$ cat config.mk
export PLATFORM = sky130hd
export DESIGN_NAME = escape_guard_line_editor_unit
export DESIGN_NICKNAME = d
export VERILOG_FILES = /design/src/rtl/egle_pkg.sv /design/src/rtl/escape_guard_line_editor_unit.sv
export SDC_FILE = /design/constraint.sdc
export NUM_CORES = 1
export LEC_CHECK = 0
export ABC_CLOCK_PERIOD_IN_PS = 3400
export BUFFER_PORTS_ARGS = -buffer_cell sky130_fd_sc_hd__buf_2
export CORE_MARGIN = 8
export CORE_UTILIZATION = 62
export DETAILED_ROUTE_END_ITERATION = 16
export MAX_ROUTING_LAYER = met4
export PLACE_DENSITY = 0.8
export REMOVE_ABC_BUFFERS = 1
export SYNTH_ARGS = -nofsm -noshare
export SYNTH_HDL_FRONTEND = slang
export SYNTH_SLANG_ARGS = --single-unit
$ cat constraint.sdc
create_clock -name clock -period 3.4 [get_ports clock]
set_input_delay 0.68 -clock clock [delete_from_list [all_inputs] [get_ports clock]]
set_output_delay 0.68 -clock clock [all_outputs]
set_load 0.02 [all_outputs]
$ cat src/rtl/egle_pkg.sv
// ----------------------------------------------------------------------------
// egle_pkg
// Types and constants shared by the escape guard line editor and its checker.
// ----------------------------------------------------------------------------
package egle_pkg;

   // input item kinds
   localparam logic [2:0] KIND_BYTE     = 3'd0;
   localparam logic [2:0] KIND_TICK     = 3'd1;
   localparam logic [2:0] KIND_READ     = 3'd2;
   localparam logic [2:0] KIND_CONSUMED = 3'd3;
   localparam logic [2:0] KIND_EXIT     = 3'd4;

   // configuration register indexes
   localparam int         CSR_IDX_W   = 2;
   localparam logic [1:0] CSR_SILENCE = 2'd0;
   localparam logic [1:0] CSR_ESC_CHR = 2'd1;
   localparam logic [1:0] CSR_ESC_CNT = 2'd2;

   // register reset values
   localparam logic [7:0] SILENCE_RESET = 8'd20;
   localparam logic [7:0] ESC_CHR_RESET = 8'h2B;
   localparam logic [7:0] ESC_CNT_RESET = 8'd5;

   // character codes
   localparam logic [7:0] CHR_CR    = 8'h0D;
   localparam logic [7:0] CHR_LF    = 8'h0A;
   localparam logic [7:0] CHR_BS    = 8'h08;
   localparam logic [7:0] CHR_DEL   = 8'h7F;
   localparam logic [7:0] CHR_SPACE = 8'h20;
   localparam logic [7:0] CHR_TILDE = 8'h7E;
   localparam logic [7:0] CHR_LO_A  = 8'h61;
   localparam logic [7:0] CHR_LO_Z  = 8'h7A;
   localparam logic [7:0] CASE_BIT  = 8'h20;

   // detector mode
   typedef enum logic [1:0] {
      MODE_SIL_BEFORE = 2'd0,
      MODE_ESCAPES    = 2'd1,
      MODE_SIL_AFTER  = 2'd2,
      MODE_ACTIVE     = 2'd3
   } mode_type;

   typedef struct packed {
      logic [2:0] kind;
      logic [7:0] char_code;
      logic [4:0] read_index;
   } req_type;

   typedef struct packed {
      logic       echo_valid;
      logic [7:0] echo_char;
      logic       last;
      logic       in_command_mode;
      logic       command_ready;
      logic [5:0] command_length;
      logic [7:0] read_char;
   } rsp_type;

   // result record of one item, before it is split into beats
   typedef struct packed {
      logic       echo_valid;
      logic [1:0] last_beat;
      logic [7:0] chr0;
      logic [7:0] chr1;
      logic [7:0] chr2;
      logic       in_command_mode;
      logic       command_ready;
      logic [5:0] command_length;
      logic       rd_hit;
   } rec_type;

endpackage

$ cat src/rtl/escape_guard_line_editor_unit.sv
// ----------------------------------------------------------------------------
// escape_guard_line_editor_unit
// Guard-time escape detector with an upper-casing command line editor.
// ----------------------------------------------------------------------------
//
//   channel | ports                          | direction | moves
//   --------+--------------------------------+-----------+---------------------
//   req     | req_valid, req_ready, req      | in        | one input item
//   rsp     | rsp_valid, rsp_ready, rsp      | out       | one result item
//   csr     | csr_we, csr_index, csr_wdata   | in        | register write
//
// An item is accepted when req_valid and req_ready are high; its results
// leave through the record stage and then the output register, one per
// cycle while rsp_ready is high: one result for most items, three for a
// backspace or delete that erases a character. The line buffer is a
// synchronous memory with a registered read. Results pass a record stage and
// an output register, so a new item is taken while a result waits. Reset is
// synchronous; the line buffer has no clearing pass and holds anything until
// written. A stalled result side backs up into req_ready once both stages
// are full.
//
module escape_guard_line_editor_unit
   import egle_pkg::*;
#(
   parameter int LINE_MAX = 32
) (
   input  logic                 clock,
   input  logic                 reset,
   input  logic                 req_valid,
   output logic                 req_ready,
   input  req_type              req,
   output logic                 rsp_valid,
   input  logic                 rsp_ready,
   output rsp_type              rsp,
   input  logic                 csr_we,
   input  logic [CSR_IDX_W-1:0] csr_index,
   input  logic [7:0]           csr_wdata
);

   localparam int ADDR_W = (LINE_MAX > 1) ? $clog2(LINE_MAX) : 1;
   localparam int LEN_W  = $clog2(LINE_MAX + 1);
   localparam int CMP_W  = (LEN_W > 5) ? LEN_W : 5;
   localparam logic [LEN_W-1:0] LEN_FULL = LEN_W'(LINE_MAX);

   // configuration registers
   logic [7:0] silence_ticks_ff, escape_char_ff, escape_count_ff;

   // control state
   mode_type   mode_ff, mode_in;
   logic [7:0] silence_ff, silence_in;
   logic [7:0] esc_cnt_ff, esc_cnt_in;
   logic [LEN_W-1:0] length_ff, length_in;
   logic       done_ff, done_in;

   // line buffer
   logic [7:0]        line_mem [LINE_MAX];
   logic [7:0]        mem_rd_ff;
   logic              mem_we, mem_re;
   logic [ADDR_W-1:0] mem_waddr, mem_raddr;
   logic [7:0]        mem_wdata;

   // pipeline
   logic    s1_valid_ff;
   rec_type s1_rec_ff, rec_in;
   logic    out_valid_ff;
   rec_type out_rec_ff;
   logic [7:0] out_rd_ff;
   logic [1:0] beat_ff;
   logic    accept, out_load, out_last, out_done;

   // decoded byte
   logic       is_printable, is_delete, is_cr;
   logic [7:0] upper_char;
   logic       has_room, not_empty;
   logic [CMP_W-1:0] ridx_w;

   assign accept   = req_valid && req_ready;
   assign out_last = (beat_ff == out_rec_ff.last_beat);
   assign out_done = out_valid_ff && rsp_ready && out_last;
   assign out_load = s1_valid_ff && (!out_valid_ff || out_done);
   assign req_ready = !s1_valid_ff || out_load;

   assign is_cr        = (req.char_code == CHR_CR);
   assign is_delete    = (req.char_code == CHR_BS) || (req.char_code == CHR_DEL);
   assign is_printable = (req.char_code >= CHR_SPACE) && (req.char_code <= CHR_TILDE);
   assign upper_char   = ((req.char_code >= CHR_LO_A) && (req.char_code <= CHR_LO_Z)) ?
                         (req.char_code & ~CASE_BIT) : req.char_code;
   assign has_room     = (length_ff < LEN_FULL);
   assign not_empty    = (length_ff != '0);
   assign ridx_w       = CMP_W'(req.read_index);

   // configuration writes
   always_ff @(posedge clock) begin
      if (reset) begin
         silence_ticks_ff <= SILENCE_RESET;
         escape_char_ff   <= ESC_CHR_RESET;
         escape_count_ff  <= ESC_CNT_RESET;
      end else if (csr_we) begin
         unique case (csr_index)
            CSR_SILENCE: silence_ticks_ff <= csr_wdata;
            CSR_ESC_CHR: escape_char_ff   <= csr_wdata;
            CSR_ESC_CNT: escape_count_ff  <= csr_wdata;
            default: ;
         endcase
      end
   end

   // next state of detector and editor
   always_comb begin
      mode_in    = mode_ff;
      silence_in = silence_ff;
      esc_cnt_in = esc_cnt_ff;
      length_in  = length_ff;
      done_in    = done_ff;
      unique case (req.kind)
         KIND_BYTE: begin
            unique case (mode_ff)
               MODE_SIL_BEFORE, MODE_SIL_AFTER: begin
                  mode_in    = MODE_SIL_BEFORE;
                  silence_in = silence_ticks_ff;
               end
               MODE_ESCAPES: begin
                  if (req.char_code == escape_char_ff) begin
                     esc_cnt_in = esc_cnt_ff + 8'd1;
                     if (esc_cnt_in >= escape_count_ff) begin
                        mode_in    = MODE_SIL_AFTER;
                        silence_in = silence_ticks_ff;
                     end
                  end else begin
                     mode_in    = MODE_SIL_BEFORE;
                     silence_in = silence_ticks_ff;
                  end
               end
               default: begin
                  if (!done_ff) begin
                     if (is_cr) begin
                        done_in = 1'b1;
                     end else if (is_delete) begin
                        if (not_empty) length_in = length_ff - LEN_W'(1);
                     end else if (has_room) begin
                        if (is_printable) length_in = length_ff + LEN_W'(1);
                     end else begin
                        mode_in    = MODE_SIL_BEFORE;
                        silence_in = silence_ticks_ff;
                     end
                  end
               end
            endcase
         end
         KIND_TICK: begin
            if (silence_ff != 8'd0) begin
               silence_in = silence_ff - 8'd1;
               if (silence_in == 8'd0) begin
                  if (mode_ff == MODE_SIL_BEFORE) begin
                     mode_in    = MODE_ESCAPES;
                     esc_cnt_in = 8'd0;
                  end else if (mode_ff == MODE_SIL_AFTER) begin
                     mode_in   = MODE_ACTIVE;
                     length_in = '0;
                     done_in   = 1'b1;
                  end
               end
            end
         end
         KIND_CONSUMED: begin
            if (done_ff) begin
               done_in   = 1'b0;
               length_in = '0;
            end
         end
         KIND_EXIT: begin
            mode_in    = MODE_SIL_BEFORE;
            silence_in = silence_ticks_ff;
            done_in    = 1'b0;
            length_in  = '0;
         end
         default: ;
      endcase
   end

   // echo, memory access and result record
   always_comb begin
      rec_in                 = '0;
      mem_we                 = 1'b0;
      mem_re                 = 1'b0;
      mem_waddr              = length_ff[ADDR_W-1:0];
      mem_wdata              = upper_char;
      mem_raddr              = ridx_w[ADDR_W-1:0];
      rec_in.in_command_mode = (mode_in == MODE_ACTIVE);
      rec_in.command_ready   = done_in;
      rec_in.command_length  = 6'(length_in);
      unique case (req.kind)
         KIND_BYTE: begin
            if (mode_ff == MODE_ACTIVE && !done_ff) begin
               if (is_cr) begin
                  rec_in.echo_valid = 1'b1;
                  rec_in.chr0       = CHR_LF;
               end else if (is_delete) begin
                  if (not_empty) begin
                     rec_in.echo_valid = 1'b1;
                     rec_in.last_beat  = 2'd2;
                     rec_in.chr0       = CHR_BS;
                     rec_in.chr1       = CHR_SPACE;
                     rec_in.chr2       = CHR_BS;
                  end
               end else if (has_room && is_printable) begin
                  rec_in.echo_valid = 1'b1;
                  rec_in.chr0       = upper_char;
                  mem_we            = accept;
               end
            end
         end
         KIND_READ: begin
            rec_in.rd_hit = (ridx_w < CMP_W'(length_ff));
            mem_re        = accept;
         end
         default: ;
      endcase
   end

   // state registers
   always_ff @(posedge clock) begin
      if (reset) begin
         mode_ff    <= MODE_SIL_BEFORE;
         silence_ff <= SILENCE_RESET;
         esc_cnt_ff <= 8'd0;
         length_ff  <= '0;
         done_ff    <= 1'b0;
      end else if (accept) begin
         mode_ff    <= mode_in;
         silence_ff <= silence_in;
         esc_cnt_ff <= esc_cnt_in;
         length_ff  <= length_in;
         done_ff    <= done_in;
      end
   end

   // line buffer memory
   always_ff @(posedge clock) begin
      if (mem_we) line_mem[mem_waddr] <= mem_wdata;
      if (mem_re) mem_rd_ff <= line_mem[mem_raddr];
   end

   // record stage
   always_ff @(posedge clock) begin
      if (reset) begin
         s1_valid_ff <= 1'b0;
      end else if (accept) begin
         s1_valid_ff <= 1'b1;
      end else if (out_load) begin
         s1_valid_ff <= 1'b0;
      end
   end

   always_ff @(posedge clock) begin
      if (accept) s1_rec_ff <= rec_in;
   end

   // output register and beat counter
   always_ff @(posedge clock) begin
      if (reset) begin
         out_valid_ff <= 1'b0;
         beat_ff      <= 2'd0;
      end else if (out_load) begin
         out_valid_ff <= 1'b1;
         beat_ff      <= 2'd0;
      end else if (out_done) begin
         out_valid_ff <= 1'b0;
      end else if (out_valid_ff && rsp_ready) begin
         beat_ff <= beat_ff + 2'd1;
      end
   end

   always_ff @(posedge clock) begin
      if (out_load) begin
         out_rec_ff <= s1_rec_ff;
         out_rd_ff  <= s1_rec_ff.rd_hit ? mem_rd_ff : 8'd0;
      end
   end

   // result fields
   always_comb begin
      rsp                 = '0;
      rsp.echo_valid      = out_rec_ff.echo_valid;
      rsp.last            = out_last;
      rsp.in_command_mode = out_rec_ff.in_command_mode;
      rsp.command_ready   = out_rec_ff.command_ready;
      rsp.command_length  = out_rec_ff.command_length;
      rsp.read_char       = out_rd_ff;
      case (beat_ff)
         2'd0:    rsp.echo_char = out_rec_ff.chr0;
         2'd1:    rsp.echo_char = out_rec_ff.chr1;
         default: rsp.echo_char = out_rec_ff.chr2;
      endcase
   end

   assign rsp_valid = out_valid_ff;

endmodule

==> impl_metrics.json <==
{
  "outcome": "finished clean",
  "worst_slew_pin_slew_ps": 677,
  "vdd.ir_drop.worst_v": 0.000513,
  "path_cells": "ha_1, nand3_1, and2_1, or2_2, ha_1, a21o_1, a211oi_1, o21ai_0, a211oi_4, or2_1, mux2i_1",
  "die_w_um": 173,
  "fin_area_sq_um": 17400,
  "critPathKind": "flip-flop to flip-flop",
  "overflow": 0,
  "cts_root_buf": "clkbuf_16",
  "worst_clock_skew_ps": 18.1,
  "fmax_mhz": 318,
  "dr.pass1.iters": 5,
  "report.final.hold_viol_count": 0,
  "p_per_area_nw_per_um2": 535,
  "post_layout_nonfiller_instances": 1413,
  "timing.hold.ws_ps": 413,
  "drt_wl_total_mm": 35.2,
  "fin_crit_sh_pct": 92.5,
  "crit_arrival_ps": 3590,
  "drv_cap": 0,
  "cts_tree": "built",
  "place_congestion": 0.917,
  "yosysSeqAreaShare_pct": 67.5,
  "critPathMaxStageDelay_ps": 460,
  "clk_latency_ps": 530,
  "core_area_sq_um": 24300,
  "clock_path_buffers": 3,
  "ys.flop_type": "edfxtp_1",
  "drt_iter0_drc": 898,
  "endpoint_kind": "flip-flop",
  "ys_async_sr_fraction_pct": 0,
  "cts_setup_buffers": 0,
  "synth_compound_area_share_pct": 5.91,
  "initial_core_util_pct": 63.0,
  "synth_seq_cells": 362,
  "drive_gt1_share_pct": 25.2,
  "synth.top_cells.by_count": "309 x edfxtp_1, 80 x mux4_2, 78 x nor2_1",
  "yosys.area_share.adder_pct": 1.72,
  "place_ws_ps": 262,
  "place_area_sq_um": 16200,
  "grt_pass1_wl_mm": 53.8,
  "synth_top_family_by_area": "multiplexers",
  "yosysWarnings": 0,
  "synthXorXnorAreaFrac_pct": 0.801,
  "post-dp-hpwl_mm": 23.1,
  "synth.top_cell.area_share_pct": 60.6,
  "fill_cells": 1453,
  "finalWorstSetupSlack_ps": 255,
  "io_pins": 59,
  "synthTopCellsByArea": "edfxtp_1 61%, mux4_2 12%, dfxtp_1 6.9%, nor2_1 1.9%, ha_1 1.7%",
  "antenna_found_initial": 0,
  "drv_slew": 0,
  "setup_viol": 0,
  "min_path_type": "flip-flop to flip-flop",
  "cp_common_cell": "ha_1",
  "grt_pass1_vias": 8987,
  "slowest_stage": "a211oi_4",
  "routedWlPerCell_um": 24.9,
  "syn_area_per_cell_sq_um": 16.0,
  "start_kind": "flip-flop",
  "fin_util_pct": 71.6,
  "period_minus_slack_ps": 3140,
  "n_antenna_cell": 0,
  "dp.cells": 1347,
  "rows": 57,
  "critPathMaxFanout": 10,
  "ant_nets": 0,
  "tns_ps": 0,
  "synth_area_leader_cell": "edfxtp_1",
  "numCtsBuffers": 37,
  "grtUsageTotal_pct": 24.1,
  "grt_setup_unrepaired": "no",
  "synthCells": 958,
  "via_count": 9004,
  "p_leak_nw": 6.05,
  "relSlewSlack_pct": 54.9,
  "cp.required_ps": 3850,
  "layout.nets": 1114,
  "ctsHoldBuffers": 0,
  "synth_mux_area_share_pct": 13.7,
  "total_power_mw": 9.31,
  "synth_edf_count": 309,
  "drc": 0,
  "yosys.area_share.simple_pct": 7.88,
  "synth_most_common_cell": "edfxtp_1",
  "htree_levels": 2,
  "clkSinkCount": 362,
  "die_area_sq_um": 30000,
  "cts_resized": 0,
  "routed_via_density": 6.37,
  "clk_pin_slew_ps": 60,
  "area_growth_pct": 13.8,
  "syn_area_sq_um": 15300,
  "port_buffers": 58,
  "synth_cell_types": 75,
  "fp.dieH_um": 173,
  "grt_max_degree": 66
}
-- where the power goes --
group          switching (mW)  total [mW]  internal [mW]
Combinational           0.321       0.524          0.203
Clock                    1.58        3.90           2.33
Sequential             0.0247        4.89           4.86
Total                    1.92        9.31           7.39
-- layer usage --
layer / vias to the layer above / GRT usage [%] / routed length (um)
met1: 4559 / 31.3 / 14000
met5: - / - / 0
met2: 429 / 39.5 / 17700
met4: 0 / 6.86 / 845
li1: 3954 / - / -
met3: 62 / 3.59 / 2610
-- final cells by class --
cell class                      instances  area [sq um]  area share [%]
Clock inverter                         10           105           0.603
Tap cell                              324           405            2.33
Clock buffer                           56          1070            6.14
Sequential cell                       362         10300            59.4
Multi-Input combinational cell        514          4600            26.4
Timing Repair Buffer                  118           793            4.55
Inverter                               29           109           0.625
-- logic make-up (layout without fill, tap and decap cells) --
| kind of cell | count (synthesis) | after routing |
|---|---|---|
| flops | 362 | 362 |
| compound gates | 126 | 126 |
| mux | 108 | 108 |
| simple gates | 244 | 244 |
| fa+ha+maj | 21 | 21 |
| buf+inv | 82 | 213 |
| xor+xnor | 14 | 14 |
| other cells | 1 | 1 |
-- flip-flops by register name (all words and copies together) (netlist names), 8 cells and up --
signal            cells
s1_rec_ff            19
esc_cnt_ff            8
mem_rd_ff             8
out_rd_ff             8
line_mem            256
out_rec_ff            9
escape_count_ff       8
silence_ticks_ff      8
escape_char_ff        8
silence_ff            8
rsp                   9
-- critical path, delay by kind of cell, from the launching register on --
kind | cells | cell delay (ps)
flip-flops | 1 | 370
multiplexers | 1 | 210
AO/OA/AOI/OAI | 4 | 1080
adder cells (fa/ha/maj) | 2 | 480
AND/OR/NAND/NOR | 4 | 930
-- final timing paths --
| path | startpoint | end | slack [ps] | cells after the start |
|---|---|---|---|---|
| setup / recovery | esc_cnt_ff[0]$_SDFFE_PP0P_ | silence_ff[1]$_SDFFE_PP0P_ | 260 | 11 |
| hold / removal | s1_rec_ff[31]$_SDFFCE_PP0P_ | out_rec_ff[31]$_DFFE_PP_ | 410 | 0 |
| setup reg to reg | esc_cnt_ff[0]$_SDFFE_PP0P_ | silence_ff[1]$_SDFFE_PP0P_ | 260 | 11 |
| hold reg to reg | s1_rec_ff[31]$_SDFFCE_PP0P_ | out_rec_ff[31]$_DFFE_PP_ | 410 | 0 |
-- cell usage in the layout (no fill, tap or decap), types with 9 or more instances in the layout --
cell,n
and3_1,14
mux2i_1,19
dfxtp_1,53
and2_1,20
buf_2,57
edfxtp_1,309
nor2_1,78
buf_4,57
nand2_1,60
a21oi_1,31
clkbuf_1,14
inv_1,28
xor2_1,12
nand3_1,21
o21ai_0,24
clkbuf_16,39
ha_1,21
mux4_2,80
nor3_1,10
mux2_2,9
No activity file was read; power rests on OpenSTA's default activity.
